### config.mk
export PLATFORM = sky130hd
export DESIGN_NAME = bts_front
export DESIGN_NICKNAME = d
export VERILOG_FILES = /design/src/rtl/core/bitonic_table_search_defines.svh /design/src/rtl/core/bts_pkg.sv /design/src/rtl/core/bts_front.sv
export SDC_FILE = /design/constraint.sdc
export NUM_CORES = 1
export LEC_CHECK = 0
export BUFFER_PORTS_ARGS = -buffer_cell sky130_fd_sc_hd__buf_2
export CAP_MARGIN = 40
export CORE_MARGIN = 3
export CORE_UTILIZATION = 34
export CTS_BUF_LIST = sky130_fd_sc_hd__clkbuf_4
export DETAILED_ROUTE_END_ITERATION = 16
export MAX_ROUTING_LAYER = met4
export PLACE_DENSITY = 0.93
export SKIP_LAST_GASP = 1
export SLEW_MARGIN = 40
export SYNTH_ARGS = -nofsm -noshare
export SYNTH_HDL_FRONTEND = slang
export SYNTH_SLANG_ARGS = --single-unit
### constraint.sdc
create_clock -name clk -period 1.8 [get_ports clk]
set_input_delay 0.18 -clock clk [delete_from_list [all_inputs] [get_ports clk]]
set_output_delay 0.18 -clock clk [all_outputs]
set_load 0.005 [all_outputs]
### src/rtl/core/bitonic_table_search_defines.svh
// Assertion macros shared by the bitonic table search RTL.
`ifndef BITONIC_TABLE_SEARCH_DEFINES_SVH
`define BITONIC_TABLE_SEARCH_DEFINES_SVH

// Same-cycle implication, sampled on clk, off while rst is high.
`define BTS_ASSERT_NOW(label, ante, cons, msg) \
  label: assert property (@(posedge clk) disable iff (rst) (ante) |-> (cons)) \
    else $error(msg);

// Next-cycle implication, sampled on clk, off while rst is high.
`define BTS_ASSERT_NEXT(label, ante, cons, msg) \
  label: assert property (@(posedge clk) disable iff (rst) (ante) |=> (cons)) \
    else $error(msg);

`endif

### src/rtl/core/bts_pkg.sv
// Shared constants and types for the bitonic table search.
package bts_pkg;

  // Default sizes of the table
  localparam int DEF_TABLE_DEPTH = 1024;
  localparam int DEF_VALUE_WIDTH = 32;

  // Fixed port widths
  localparam int OP_W     = 1;
  localparam int IDX_W    = 10;
  localparam int IN_VAL_W = 32;
  localparam int CNT_W    = 11;
  localparam int OUT_W    = 11;

  // Depth of the queue between front and back
  localparam int QUEUE_DEPTH = 2;

  localparam logic [CNT_W-1:0] COUNT_RESET = CNT_W'(1);

  // Operation codes on the input channel
  localparam logic [OP_W-1:0] OP_WRITE  = 1'b0;
  localparam logic [OP_W-1:0] OP_SEARCH = 1'b1;

  // Kind of a queued job
  typedef enum logic {
    KIND_WRITE  = 1'b0,
    KIND_SEARCH = 1'b1
  } kind_t;

endpackage

### src/rtl/core/bts_front.sv
// Front end: count register, input acceptance and job classification.
module bts_front #(
  parameter int TABLE_DEPTH = bts_pkg::DEF_TABLE_DEPTH,
  parameter int VALUE_WIDTH = bts_pkg::DEF_VALUE_WIDTH,
  parameter int EW          = 1 + 3 * $clog2(TABLE_DEPTH) + VALUE_WIDTH
) (
  input  logic                          clk,
  input  logic                          rst,
  input  logic                          cfg_valid,
  output logic                          cfg_ready,
  input  logic [bts_pkg::CNT_W-1:0]     element_count,
  input  logic                          in_valid,
  output logic                          in_stall,
  input  logic [bts_pkg::OP_W-1:0]      operation,
  input  logic [bts_pkg::IDX_W-1:0]     entry_index,
  input  logic signed [bts_pkg::IN_VAL_W-1:0] item_value,
  output logic                          q_push,
  output logic [EW-1:0]                 q_entry,
  input  logic                          q_full
);
  import bts_pkg::*;

  localparam int AW = $clog2(TABLE_DEPTH);
  localparam int NW = (AW + 1 > CNT_W) ? AW + 1 : CNT_W;

  logic [CNT_W-1:0]       count;
  logic [NW-1:0]          count_w;
  logic [NW-1:0]          n;
  logic [NW-1:0]          n_less;
  logic [NW-1:0]          idx_w;
  logic [AW-1:0]          last_idx;
  logic [AW-1:0]          midpt;
  logic [AW-1:0]          addr;
  logic [VALUE_WIDTH-1:0] value;
  logic                   idx_ok;
  logic                   accept;
  kind_t                  kind;

  // Count register, always ready for a write
  assign cfg_ready = 1'b1;

  always_ff @(posedge clk) begin
    if (rst) begin
      count <= COUNT_RESET;
    end else if (cfg_valid && cfg_ready) begin
      count <= element_count;
    end
  end

  // Saturate the count to 1..TABLE_DEPTH, derive split point and last entry
  assign count_w  = NW'(count);
  assign n        = (count_w == '0) ? NW'(1) :
                    (count_w > NW'(TABLE_DEPTH)) ? NW'(TABLE_DEPTH) : count_w;
  assign n_less   = n - NW'(1);
  assign last_idx = n_less[AW-1:0];
  assign midpt    = n[AW:1];

  // Write address check
  assign idx_w  = NW'(entry_index);
  assign idx_ok = idx_w < NW'(TABLE_DEPTH);
  assign addr   = idx_w[AW-1:0];

  // Value is sign-extended or wrapped to the table width
  assign value = VALUE_WIDTH'(item_value);

  // Classify and push; out-of-range writes are dropped here
  assign in_stall = q_full;
  assign accept   = in_valid && !in_stall;
  assign kind     = (operation == OP_SEARCH) ? KIND_SEARCH : KIND_WRITE;
  assign q_push   = accept && ((kind == KIND_SEARCH) || idx_ok);
  assign q_entry  = {kind, addr, value, last_idx, midpt};

endmodule

==> results.md <==
STA:
- The final-report setup violation count is 8.
- Based on the critical path, the design can be clocked at up to 0.491 GHz.
- The final setup skew is 0 ns.
- For the finished layout, the period the worst path requires is 2.04 ns.
- The slack of the critical path is -0.236 ns.
- Dividing the final minimum period by the clock period gives 113%.
- The final count of pins violating max slew came to 0.
- The hold violation total from the final report is 0.
- Setup repair after global routing could not meet its margin everywhere.

Logic synthesis:
- Yosys attributes the largest share of cell area to sky130_fd_sc_hd__buf_4 33%, sky130_fd_sc_hd__dfxtp_1 21%, sky130_fd_sc_hd__mux2i_1 12%.
- The library cell occupying the most area in the post-synthesis netlist is sky130_fd_sc_hd__buf_4.
- The post-synthesis net count is 189.
- Dividing the synthesized area by the synthesized cell count gives 8.05 µm².
- Counting flops and latches in the post-synthesis netlist gives 11.
- The number of cells produced by synthesis is 129.
- The synthesized netlist contains 31 unique library cells.
- The register area share after synthesis is 21.2%.
- The number of synthesis warnings is 0.
- The area share of the leading cell type in the synthesized netlist is 32.5%.
- The post-synthesis cell area is 1040 µm².

Clocking:
- The TritonCTS sink count is 11.
- The number of hold buffers added after CTS is 0.
- The clock latency at the later pin of the worst-skew pair is 0.27 ns.
- The maximum count of clock buffers along a single path is 2.
- The CTS tree is yes.
- The number of H-tree levels is 1.
- After clock tree synthesis, the clock-pin slew on the worst setup and hold paths is 0.07 ns.
- The master cell of the clock root buffer is sky130_fd_sc_hd__clkbuf_4.
- The number of buffers created by CTS is 3.

Pwr:
- In this run the static leakage power is 0.602 nW.
- Per report_power, the sequential group accounts for 37.4% of the total.
- The maximum vdd ir drop is 0.198 mV.
- The power per standard cell area is 638 nW/µm².
- Cell internal power was estimated by the tool at 0.507 mW.
- The relative contribution of the clock network to total power is 24.8%.
- Combinational logic burns 37.7% of the power.
- The proportion of total power due to net switching is 30.7%.
- The analysis attributes to net switching a power of 0.224 mW.

Placed design:
- Prior to clock tree synthesis, the placed netlist has a worst setup slack of -0.0388 ns.
- The instance area after placement is 1020 µm².
- During placement, the flow inserted port buffers numbering 37.
- The number of cells in the design after placement is 162.
- Routability-driven placement finished with a final weighted congestion of 0.803.
- The estimated wirelength of the detail-placed design is 1.93 mm.

Cells and area:
- The antenna diode instance count is 0.
- The fraction of layout cells with a size suffix above 1 is 55.8%.
- The total area of multi-input combinational cells is 504 µm².
- The layout has 294 filler cells.
- The library cells used most frequently in the layout, excluding fill and tap cells, are 36 x sky130_fd_sc_hd__buf_2, 16 x sky130_fd_sc_hd__buf_4, 15 x sky130_fd_sc_hd__nor2_1, 12 x sky130_fd_sc_hd__mux2i_1, 10 x sky130_fd_sc_hd__nor2b_1.
- The finished layout holds 169 standard cells, fillers aside.
- The flip-flop count of the largest register, all copies and words added is 11.
- The number of nets in the final layout is 199.
- The total area of sequential cells is 228 µm².
- The leading cell type in the layout, fill and taps excluded is sky130_fd_sc_hd__buf_2.
- The largest registers in the layout are count: 11 flops.
- Relative to the synthesized area, the layout overhead comes to 10.4%.
- Summing all non-filler instances in the final layout gives an area of 1150 µm².
- count holds more flip-flops than any other register.

Critical path:
- The top fanout value on the critical path is 4.
- Across all register-to-register paths, the minimum setup slack is 0.90 ns.
- The startpoint of the most critical register-to-register path is count[0].
- The critical path starts at count[6].
- The data required time at the worst endpoint is 1.62 ns.
- STA classifies the critical path startpoint as a register.
- The endpoint kind of the worst setup timing path is an output pin.
- The data arrival time at the worst-slack endpoint is 1.86 ns.
- The category of the most critical setup path is register to output pin.

Floorplan:
- The initial utilization of the core area, before any placement, comes to 36.7%.
- The I/O pin total is 125.
- The die covers 3750 µm².
- The floorplan die width is 61.3 µm.
- The die outline height is 61.3 µm.
- Row generation in the floorplan step produced 19 rows.
- The floorplan step defined a core boundary enclosing 2830 µm².

Min path:
- The startpoint identified for the worst hold timing path is element_count[0].
- In this run the worst hold path is classified as input port to register.

Global routing:
- Global routing consumed, over all layers together, 14.5% of the routing resources.
- The pin count of the biggest net entering global routing is 13.
- The via count of the first global-routing pass is 810.
- Summed over all layers, the global routing overflow is 0.
- The first global-routing pass estimated 3.85 mm of wire.
- The initial antenna violation count is 0.

Job:
- The tool flagged a number of max-cap violations equal to 0.

Detailed routing:
- The total via count after detailed routing is 824.
- The iteration count of the initial detailed-routing pass is 3.
- Using the TritonRoute via totals, the vias-per-cell ratio works out to 4.88.
- The first routing iteration left 18 violations.
- The final routed wirelength across all metal layers is 2.47 mm.
- The post-detailed-route DRC marker count is 0.
- The count of nets left with antenna violations once routing finished came out at 0.
- The routed length per instance is 14.6 µm.

Outcome:
- The run finished, with violations left.
- The checks that failed: setup timing.
final timing paths:
kind	end	cells past startpoint
min reg2reg	count[1]	3
max reg2reg	count[0]	3
max	q_entry[15]	5
min	count[0]	2
per-stage QoR:
stage                     utilization, %  TNS (ns)  power, mW  hold WS [ns]
final                               40.5     -1.30      0.731         0.121
after global routing                40.5     -2.09      0.779         0.117
after CTS                           38.8     -1.27      0.714         0.114
after detailed placement            36.0   -0.0388      0.512         0.360
after global placement              36.0         0      0.507         0.360
after floorplan                        -         0      0.476         0.279
area by class of cell:
type	count	share of cell area (%)
Sequential cell	11	19.9
Inverter	3	0.983
Timing Repair Buffer	55	29.1
Tap cell	31	3.38
Clock buffer	4	2.62
Multi-Input combinational cell	65	44.0
worst max-delay path: stages, from the launching register on:
cell and delay [ns]:
sky130_fd_sc_hd__dfxtp_2 0.34, sky130_fd_sc_hd__buf_6 0.12, sky130_fd_sc_hd__or4_4 0.56, sky130_fd_sc_hd__o211ai_2 0.20, sky130_fd_sc_hd__mux2i_1 0.23, sky130_fd_sc_hd__buf_2 0.14
layer usage:
| layer | routed length [µm] | track usage [%] | up-vias |
|---|---|---|---|
| li1 | - | - | 402 |
| met1 | 994 | 16.2 | 371 |
| met2 | 1240 | 23.3 | 43 |
| met3 | 186 | 3.35 | 8 |
| met4 | 54 | 8.36 | 0 |
| met5 | 0 | - | - |
power groups by stage:
stage                     clock (mW)  sequential, mW  combinational [mW]
after detailed placement           0           0.274               0.238
after floorplan                    0           0.278               0.198
after global routing           0.199           0.275               0.305
after global placement             0           0.273               0.234
after CTS                      0.187           0.273               0.254
final                          0.182           0.273               0.276
synth_stat cells (all sizes together):
cell and count:
clkbuf 4, and3 1, dfxtp 11, and4b 1
o211ai 1, nand2 1, xnor2 1, nor2 15
or3 1, o2111ai 1, nor2b 10, buf 46
o31ai 2, nand3 1, o21ai 1, nor4 2
nand4b 1, ha 1, nand2b 1, a21oi 2
o21bai 1, nor3 4, or4 1, a21o 1
mux2i 12, conb 1, o2bb2ai 1, a211o 1
inv 3
cell families (layout without fill, tap and decap cells):
family / Yosys count / count (layout) / synth area share, %
buffers and inverters: 53 / 62 / 35.5
AND/OR/NAND/NOR: 39 / 39 / 20.6
multiplexers: 12 / 12 / 11.6
AO/OA/AOI/OAI: 11 / 11 / 8.67
flip-flops: 11 / 11 / 21.2
adder cells (fa/ha/maj): 1 / 1 / 1.20
other: 1 / 1 / 0.361
XOR/XNOR: 1 / 1 / 0.844
repair_timing:
action / 4_1_cts / 5_1_grt
pin swaps: 9 / 7
gates resized for setup: 12 / 8
setup buffers: 2 / 1
setup endpoints to repair: 8 / 8
Power figures use the tool's default switching activity.
