## config.mk

```make
export PLATFORM = sky130hd
export DESIGN_NAME = bts_queue
export DESIGN_NICKNAME = d
export VERILOG_FILES = /design/src/rtl/core/bts_pkg.sv /design/src/rtl/core/bts_queue.sv
export VERILOG_INCLUDE_DIRS = /design/src /design/src/rtl/core
export SDC_FILE = /design/constraint.sdc
export NUM_CORES = 1
export LEC_CHECK = 0
export BUFFER_PORTS_ARGS = -buffer_cell sky130_fd_sc_hd__clkbuf_2
export CORE_ASPECT_RATIO = 0.8
export CORE_MARGIN = 5
export CORE_UTILIZATION = 44
export CTS_CLUSTER_SIZE = 8
export DETAILED_ROUTE_END_ITERATION = 6
export PLACE_DENSITY_LB_ADDON = 0.1
export SETUP_SLACK_MARGIN = 0.4
export SLEW_MARGIN = 20
export SYNTH_ARGS = -nofsm -noshare
export SYNTH_HDL_FRONTEND = slang
export SYNTH_SLANG_ARGS = --single-unit
```

## constraint.sdc

```tcl
create_clock -name clk -period 1.06 [get_ports clk]
set_input_delay 0.106 -clock clk [delete_from_list [all_inputs] [get_ports clk]]
set_output_delay 0.106 -clock clk [all_outputs]
set_load 0.02 [all_outputs]
```

## src/rtl/core/bitonic_table_search_defines.svh

```systemverilog
// Assertion macros shared by the bitonic table search RTL.
`ifndef BITONIC_TABLE_SEARCH_DEFINES_SVH
`define BITONIC_TABLE_SEARCH_DEFINES_SVH

// Same-cycle implication, sampled on clk, off while rst is high.
`define BTS_ASSERT_NOW(label, ante, cons, msg) \
  label: assert property (@(posedge clk) disable iff (rst) (ante) |-> (cons)) \
    else $error(msg);

// Next-cycle implication, sampled on clk, off while rst is high.
`define BTS_ASSERT_NEXT(label, ante, cons, msg) \
  label: assert property (@(posedge clk) disable iff (rst) (ante) |=> (cons)) \
    else $error(msg);

`endif

```

## src/rtl/core/bts_pkg.sv

```systemverilog
// Shared constants and types for the bitonic table search.
package bts_pkg;

  // Default sizes of the table
  localparam int DEF_TABLE_DEPTH = 1024;
  localparam int DEF_VALUE_WIDTH = 32;

  // Fixed port widths
  localparam int OP_W     = 1;
  localparam int IDX_W    = 10;
  localparam int IN_VAL_W = 32;
  localparam int CNT_W    = 11;
  localparam int OUT_W    = 11;

  // Depth of the queue between front and back
  localparam int QUEUE_DEPTH = 2;

  localparam logic [CNT_W-1:0] COUNT_RESET = CNT_W'(1);

  // Operation codes on the input channel
  localparam logic [OP_W-1:0] OP_WRITE  = 1'b0;
  localparam logic [OP_W-1:0] OP_SEARCH = 1'b1;

  // Kind of a queued job
  typedef enum logic {
    KIND_WRITE  = 1'b0,
    KIND_SEARCH = 1'b1
  } kind_t;

endpackage

```

## src/rtl/core/bts_queue.sv

```systemverilog
// Short job queue between the front and back ends.
`include "bitonic_table_search_defines.svh"

module bts_queue #(
  parameter int WIDTH = 8
) (
  input  logic             clk,
  input  logic             rst,
  input  logic             push,
  input  logic [WIDTH-1:0] push_data,
  output logic             full,
  output logic             valid,
  input  logic             pop,
  output logic [WIDTH-1:0] head
);
  import bts_pkg::*;

  localparam int PW = (QUEUE_DEPTH > 1) ? $clog2(QUEUE_DEPTH) : 1;
  localparam int CW = $clog2(QUEUE_DEPTH + 1);

  logic [WIDTH-1:0] slots [QUEUE_DEPTH];
  logic [PW-1:0]    wr_ptr;
  logic [PW-1:0]    rd_ptr;
  logic [CW-1:0]    cnt;

  assign full  = (cnt == CW'(QUEUE_DEPTH));
  assign valid = (cnt != '0);
  assign head  = slots[rd_ptr];

  // Slot storage
  always_ff @(posedge clk) begin
    if (push) begin
      slots[wr_ptr] <= push_data;
    end
  end

  // Pointers and fill count
  always_ff @(posedge clk) begin
    if (rst) begin
      wr_ptr <= '0;
      rd_ptr <= '0;
      cnt    <= '0;
    end else begin
      if (push) begin
        wr_ptr <= (wr_ptr == PW'(QUEUE_DEPTH - 1)) ? '0 : wr_ptr + PW'(1);
      end
      if (pop) begin
        rd_ptr <= (rd_ptr == PW'(QUEUE_DEPTH - 1)) ? '0 : rd_ptr + PW'(1);
      end
      case ({push, pop})
        2'b10:   cnt <= cnt + CW'(1);
        2'b01:   cnt <= cnt - CW'(1);
        default: cnt <= cnt;
      endcase
    end
  end

  `BTS_ASSERT_NOW(a_push_not_full, push, !full, "queue push while full")
  `BTS_ASSERT_NOW(a_pop_not_empty, pop, valid, "queue pop while empty")
  `BTS_ASSERT_NOW(a_count_bound, 1'b1, cnt <= CW'(QUEUE_DEPTH), "queue count overflow")

endmodule

```

==> reports/results.md, run 1 <==
| Step | Parameter | Value |
|---|---|---|
| synthesis | Largest cells by area after synthesis | edfxtp_1 (61%), dfxtp_1 (13%), mux2_2 (12%), xnor2_1 (3.4%), nor2_1 (2.4%) |
| flow run | # Max-Cap Violations | 0 |
| route | Detailed Route Iter0 Violations | 10 |
| setup path | Stages on the worst setup path | 2 |
| grt | Via count of the first global-routing pass | 495 |
| grt | Leftover overflow at the end of global routing | 0 |
| synthesis | Post-synthesis instance total | 47 |
| clocking | Clock latency on the worst-skew pair | 290 ps |
| setup path | Crit path kind | reg2out |
| timing | Final Hold Vio Count | 2 |
| layout | Layout Nets | 92 |
| floorplanning | Die Span Y | 47.74 µm |
| clocking | Buffer cell driving the clock tree root | clkbuf_4 |
| setup path | Endpoint required time on the critical path | 950 ps |
| power | Leakage | 0.4785 nW |
| clocking | TritonCTS buffer count | 3 |
| grt | First-pass GRT wire length | 2097 µm |
| timing | Setup Skew | 0.2912 ps |
| timing | Number of setup violations in the final report | 11 |
| synthesis | Most common cell in the synthesized netlist | edfxtp_1 |
| layout | Area occupied by multi-input gates | 275.3 µm² |
| synthesis | Synth top cells by count | edfxtp_1 (16), mux2_2 (8), dfxtp_1 (5), nor2_1 (5), xnor2_1 (3) |
| setup path | Worst setup path endpoint | head[1] |
| grt | GR Util All Layers | 10.89% |
| layout | P&R area growth vs syn | 50.32% |
| placed design | Count of port buffers added during placement | 21 |
| setup path | Cell with the biggest individual delay on the critical path | dfxtp_4 |
| synthesis | Count of yosys warnings during synthesis | 0 |
| synthesis | Mapped Avg Cell Area | 16.66 µm² |
| timing | Worst Max-Slew Pin Slew | 254.0 ps |
| layout | Footprint of the flip-flops and latches | 594.3 µm² |
| route | Detailed-route DRC error count | 0 |
| synthesis | Mapped cell area | 783.3 µm² |
| setup path | Number of buffer and inverter stages on the critical path | 1 |
| route | Wire length after detailed routing | 1255 µm |
| setup path | Cell Chain, Critical Path | mux2_4 -> buf_6 |
| floorplanning | Num ports | 22 |
| setup path | Launch instance of the worst register-to-register path | cnt[0] |
| synthesis | Area share of the largest cell type after synthesis | 61.34% |
| synthesis | Synth Register Bits | 21 |
| timing | Top achievable clock speed | 0.7701 GHz |
| timing | Final Cycle Share | 122.5% |
| setup path | Setup crit end kind | output port |
| synthesis | Synth unique cells | 15 |
| floorplanning | Initial standard-cell utilization of the core | 47.21% |
| floorplanning | Die Area | 2729 µm² |
| power | Maximum resistive drop on vdd | 0.0009850 V |
| clocking | Level count of the clock H-tree | 1 |
| floorplanning | Core Box Area | 1659 µm² |
| synthesis | Top flip-flop cell by instance count after synthesis | edfxtp_1 |
| placed design | Placed cell count | 92 |
| floorplanning | Std-Cell Rows | 13 |
| route | Vias per cell | 4.690 |
| clocking | Max clock buf depth | 2 |
| grt | Largest net degree at the start of global routing | 12 |
| timing | Fin Hold WS | -2.517 ps |
| run status | Violated checks | hold timing, setup timing |
| route | Number of antenna-violating nets in the routed design | 0 |
| power | Power density over cell area | 1520 nW/µm² |
| route | Count of vias placed by the detailed router | 469 |
| synthesis | Share of the yosys chip area belonging to registers | 74.12% |
| layout | Diode insertion count for antenna repair | 0 |
| placed design | Dpl cell area | 1002 µm² |
| layout | Number of cells in the finished layout apart from fillers | 100 |
| timing | Remaining max-slew budget at the tightest pin | 83.03% |
| timing | Total count of max-transition violations in the final report | 0 |
| timing | Final critical-path setup slack | -238.5 ps |
| setup path | Nature of the critical path startpoint | register |
| synthesis | Number of nets in the synthesized netlist | 60 |
| layout | Share of layout cells above drive strength 1 | 65.38% |
| setup path | Reg2reg end | cnt[1] |
| setup path | WP data arrival | 1190 ps |
| grt | Number of antenna violations at the first check in global routing | 0 |
| floorplanning | Overall die width | 57.17 µm |
| layout | Fin area | 1177 µm² |
| setup path | Cell family with the largest share of critical-path delay | flip-flops |
| timing | Setup repair after global routing missed its margin | true |
| placed design | Estimated wirelength of the detail-placed design | 934.4 µm |
| setup path | Minimum setup slack among reg-to-reg paths | -40 ps |
| setup path | Crit-path max FO | 8 |
| run status | Result of the run | complete, but fails checks |
| setup path | Largest incremental delay on the critical path | 450 ps |
| power | Power consumption | 1.789 mW |
| synthesis | Post-synthesis async set-or-reset flop share | 0% |
| synthesis | Cell taking the most area after synthesis | edfxtp_1 |
| layout | Share of the core filled with cells in the final layout | 70.97% |
| clocking | Clock tree from TritonCTS | yes |
| setup path | Depth of the most critical reg-to-reg path | 4 |
| layout | Number of fill cells | 117 |
| hold path | Hold WC Path Type | in2reg |
| route | Router iterations before antenna repair | 4 |
| clocking | CTS Sinks | 21 |
| synthesis | EDFF count, synth | 16 |
| placed design | Routability Congestion | 0.6376 |
| timing | Shortest period the worst path allows | 1298 ps |
| route | Post-DR wirelength/cell | 12.55 µm |
| clocking | Clock-pin slew reported for the worst setup and hold paths after clock tree synthesis | 110 ps |
==> power by group <==
part           internal [mW]  switching, mW
Combinational          0.252          0.172
Clock                  0.146          0.217
Sequential             0.955         0.0477
==> how the worst min path moves through the flow <==
| stage | from | to | cells past startpoint |
|---|---|---|---|
| detailed placement | push_data[0] | slots[1][0] | 1 |
| finish | push_data[6] | slots[1][6] | 1 |
| global route | push_data[4] | slots[0][4] | 1 |
| global placement | push_data[4] | slots[0][4] | 1 |
| CTS | push_data[0] | slots[0][0] | 1 |
| floorplan | rst | cnt[0] | 1 |
==> sequential cells by signal, summed over array words and instances, names as in the netlist, named ones only <==
name	flops
slots	16
cnt	2
rd_ptr	1
wr_ptr	1
==> stage by stage <==
| stage | worst slack (ps) | setup TNS [ps] |
|---|---|---|
| 2_1_floorplan | 160.4 | 0 |
| 3_3_place_gp | -12.00 | -12.00 |
| 3_5_place_dp | -36.08 | -57.08 |
| 4_1_cts | -276.0 | -2375 |
| 5_1_grt | -296.7 | -2681 |
| 6_report | -238.5 | -2059 |
==> cells in the final DEF (no fill, tap or decap) <==
master	netlist	final
a21oi_2	0	1
and2_4	0	1
and2b_2	1	1
buf_4	0	3
buf_6	0	10
buf_8	0	1
clkbuf_1	0	1
clkbuf_2	0	10
clkbuf_4	0	4
dfxtp_2	0	2
dfxtp_4	0	3
dlygate4sd3_1	0	3
edfxtp_1	16	16
ha_4	0	1
inv_12	0	1
mux2_4	0	8
nor2_1	5	4
nor2_4	0	1
o21ai_0	1	1
or2_4	0	1
or3_1	1	1
xnor2_2	0	3
xor2_1	1	1
==> cells by family (layout without fill, tap and decap cells) <==
group | after synthesis | count (layout) | share of synthesized area, %
adder cells (fa/ha/maj) | 1 | 1 | 1.597
flip-flops | 21 | 21 | 74.12
buffers and inverters | 2 | 33 | 1.117
multiplexers | 8 | 8 | 11.50
XOR/XNOR | 4 | 4 | 4.474
AND/OR/NAND/NOR | 9 | 9 | 5.913
AO/OA/AOI/OAI | 2 | 2 | 1.277
==> layout make-up <==
type | instances | share of cell area, %
inverter | 1 | 1.382
tap | 22 | 2.338
clock buffer | 4 | 2.232
sequential | 21 | 50.48
multi-input combinational | 24 | 23.38
timing repair buffer | 28 | 20.19
==> layer usage <==
layer,track usage (%),share of wire [%]
met5,0,0
met4,5.556,0
met3,4.582,6.7
met2,20.05,54
met1,11.04,40
==> what timing repair did <==
action                                 4_1_cts  5_1_grt
buffers inserted                             1        0
pin swaps                                    6        1
setup endpoints to repair                   31       31
endpoints found under the hold margin       16       16
resized for setup                            9       33
Power figures use the tool's default switching activity.
==> inputs of run 2 (changes only) <==
--- a/config.mk
+++ b/config.mk
@@ -9,7 +9,7 @@
 export BUFFER_PORTS_ARGS = -buffer_cell sky130_fd_sc_hd__clkbuf_2
 export CORE_ASPECT_RATIO = 0.8
 export CORE_MARGIN = 5
-export CORE_UTILIZATION = 44
+export CORE_UTILIZATION = 48
 export CTS_CLUSTER_SIZE = 8
 export DETAILED_ROUTE_END_ITERATION = 6
 export PLACE_DENSITY_LB_ADDON = 0.1
==> constraint.sdc (replaced) <==
create_clock -name clk -period 1.4 [get_ports clk]
set_input_delay 0.14 -clock clk [delete_from_list [all_inputs] [get_ports clk]]
set_output_delay 0.14 -clock clk [all_outputs]
set_load 0.02 [all_outputs]
==> run 2 against run 1 <==
  * The run now ends clean
  * Clock skew rose by 6.9 ps
  * Critical path depth stayed put
  * Setup slack better by 300 ps
  * Sequential share of layout area grew 1.5 points
  * Die area shrank 6.8%
  * Core utilization grew 0.31 points
  * Critical endpoint unchanged
  * Largest cell class unchanged
  * Largest power group unchanged
==> reports/results.md, run 2 (same netlist as run 1, synthesis figures left out) <==
| Step | Parameter | Value |
|---|---|---|
| layout | Share of the core filled with cells in the final layout | 71.27% |
| layout | Layout Nets | 91 |
| setup path | Nature of the critical path startpoint | register |
| timing | Total count of max-transition violations in the final report | 0 |
| layout | Most common library cell in the layout ignoring fill and taps | edfxtp_1 |
| power | Power consumption | 1.337 mW |
| timing | Top achievable clock speed | 0.7467 GHz |
| timing | Final Hold Vio Count | 0 |
| power | Proportion of total power due to net switching | 24.34% |
| timing | Final Cycle Share | 95.66% |
| route | Detailed Route Iter0 Violations | 1 |
| timing | Worst Max-Slew Pin Slew | 260.8 ps |
| clocking | Buffer cell driving the clock tree root | clkbuf_4 |
| clocking | Level count of the clock H-tree | 1 |
| route | Post-DR wirelength/cell | 12.68 µm |
| power | Share of power burned in combinational logic | 23.1% |
| floorplanning | Die Span Y | 46.13 µm |
| layout | Top register by number of flip-flops | slots |
| power | Internal | 1.012 mW |
| setup path | WP data arrival | 1200 ps |
| grt | First-pass GRT wire length | 1759 µm |
| setup path | Launch instance of the worst register-to-register path | cnt[0] |
| floorplanning | Num ports | 22 |
| layout | Share of layout cells above drive strength 1 | 58.44% |
| grt | Leftover overflow at the end of global routing | 0 |
| setup path | Endpoint required time on the critical path | 1260 ps |
| grt | Largest net degree at the start of global routing | 13 |
| route | Number of antenna-violating nets in the routed design | 0 |
| clocking | Clock-pin slew reported for the worst setup and hold paths after clock tree synthesis | 110 ps |
| clocking | CTS Sinks | 21 |
| layout | P&R area growth vs syn | 45.05% |
| route | Vias per cell | 4.677 |
| placed design | Placed cell count | 89 |
| route | Wire length after detailed routing | 1255 µm |
| layout | Diode insertion count for antenna repair | 0 |
| layout | Number of cells in the finished layout apart from fillers | 99 |
| clocking | Clock tree from TritonCTS | yes |
| power | Part of the power in the clock network | 20.5% |
| power | Leakage | 0.4635 nW |
| power | Maximum resistive drop on vdd | 0.0007328 V |
| placed design | Count of port buffers added during placement | 21 |
| flow run | # Max-Cap Violations | 0 |
| hold path | Worst min-delay path startpoint | push_data[1] |
| route | Count of vias placed by the detailed router | 463 |
| route | Router iterations before antenna repair | 2 |
| clocking | Clock latency on the worst-skew pair | 290 ps |
| route | Detailed-route DRC error count | 0 |
| floorplanning | Initial standard-cell utilization of the core | 49.14% |
| run status | Result of the run | finished, final reports clean |
| layout | Top flop regs | slots: 16 flops, cnt: 2 flops |
| layout | Number of flip-flops in the largest register | 16 |
| setup path | Crit-path max FO | 8 |
| setup path | Setup crit end kind | output port |
| grt | GR Util All Layers | 10.78% |
| setup path | Crit path kind | reg2out |
| hold path | Hold WC Path Type | in2reg |
| power | Sequential share of power | 56.5% |
| timing | Setup Skew | 7.151 ps |
| timing | Remaining max-slew budget at the tightest pin | 82.57% |
| clocking | Max clock buf depth | 2 |
| power | Power density over cell area | 1177 nW/µm² |
| grt | Via count of the first global-routing pass | 419 |
| grt | Number of antenna violations at the first check in global routing | 0 |
| timing | Number of setup violations in the final report | 0 |
| floorplanning | Die Area | 2545 µm² |
| timing | Setup repair after global routing missed its margin | true |
| floorplanning | Core Box Area | 1594 µm² |
| layout | Highest-count cells in the layout ignoring fill and taps | edfxtp_1 (16), clkbuf_2 (11), buf_6 (10) |
| power | Switching Power | 0.3255 mW |
| placed design | Routability Congestion | 0.7206 |
| floorplanning | Std-Cell Rows | 13 |
| clocking | TritonCTS buffer count | 3 |
| floorplanning | Overall die width | 55.17 µm |
| timing | Shortest period the worst path allows | 1339 ps |
==> run 2: cell type report <==
type | instances | area [µm²]
inverters | 1 | 3.754
fillers | 113 | 457.9
clock inverters | 1 | 5.005
well taps | 22 | 27.53
clock buffers | 3 | 22.52
repair buffers | 27 | 230.2
multi-input cells | 24 | 256.5
flip-flops and latches | 21 | 590.6
==> run 2: power groups by stage <==
| stage | Sequential (mW) | Clock, mW | Combinational, mW |
|---|---|---|---|
| 6_report | 0.755 | 0.274 | 0.308 |
| 5_1_grt | 0.760 | 0.333 | 0.330 |
| 4_1_cts | 0.748 | 0.287 | 0.232 |
| 3_5_place_dp | 0.760 | 0 | 0.199 |
| 3_3_place_gp | 0.759 | 0 | 0.198 |
| 2_1_floorplan | 0.747 | 0 | 0.144 |
==> run 2: timing repair <==
action / in CTS / in global routing
pin swaps: 1 / 1
setup endpoints to repair: 26 / 19
setup buffers: 2 / 0
hold endpoints to repair: 0 / 8
hold buffers: 0 / 4
gates resized for setup: 10 / 40
==> run 2: metrics by stage <==
step	hold slack (ps)	setup TNS [ps]	worst slack, ps	area (µm²)
after CTS	18.23	0	23.22	993.5
after global routing	4.485	-82.41	-14.52	1136
final	36.81	0	60.73	1136
after floorplan	209.1	0	406.8	798.3
after detailed placement	333.4	0	201.0	925.9
after global placement	330.3	0	199.6	925.9
==> run 2: worst paths after layout <==
| kind | endpoint | slack [ps] | cells past startpoint |
|---|---|---|---|
| min | slots[1][1] | 40 | 1 |
| max | head[1] | 60 | 2 |
| min reg2reg | cnt[1] | 510 | 2 |
| max reg2reg | cnt[1] | 310 | 4 |
==> run 2: worst max-delay path, cell delays in order (launching register included) <==
cell     delay, ps
dfxtp_4        450
mux2_4         320
buf_6          130
==> run 2: layer usage <==
metal	vias to the layer above	part of all wire (%)	track usage, %
li1	230	-	-
met1	223	43	11.55
met2	10	53	17.69
met3	0	4.5	5.825
met4	0	0	4.369
met5	-	0	0
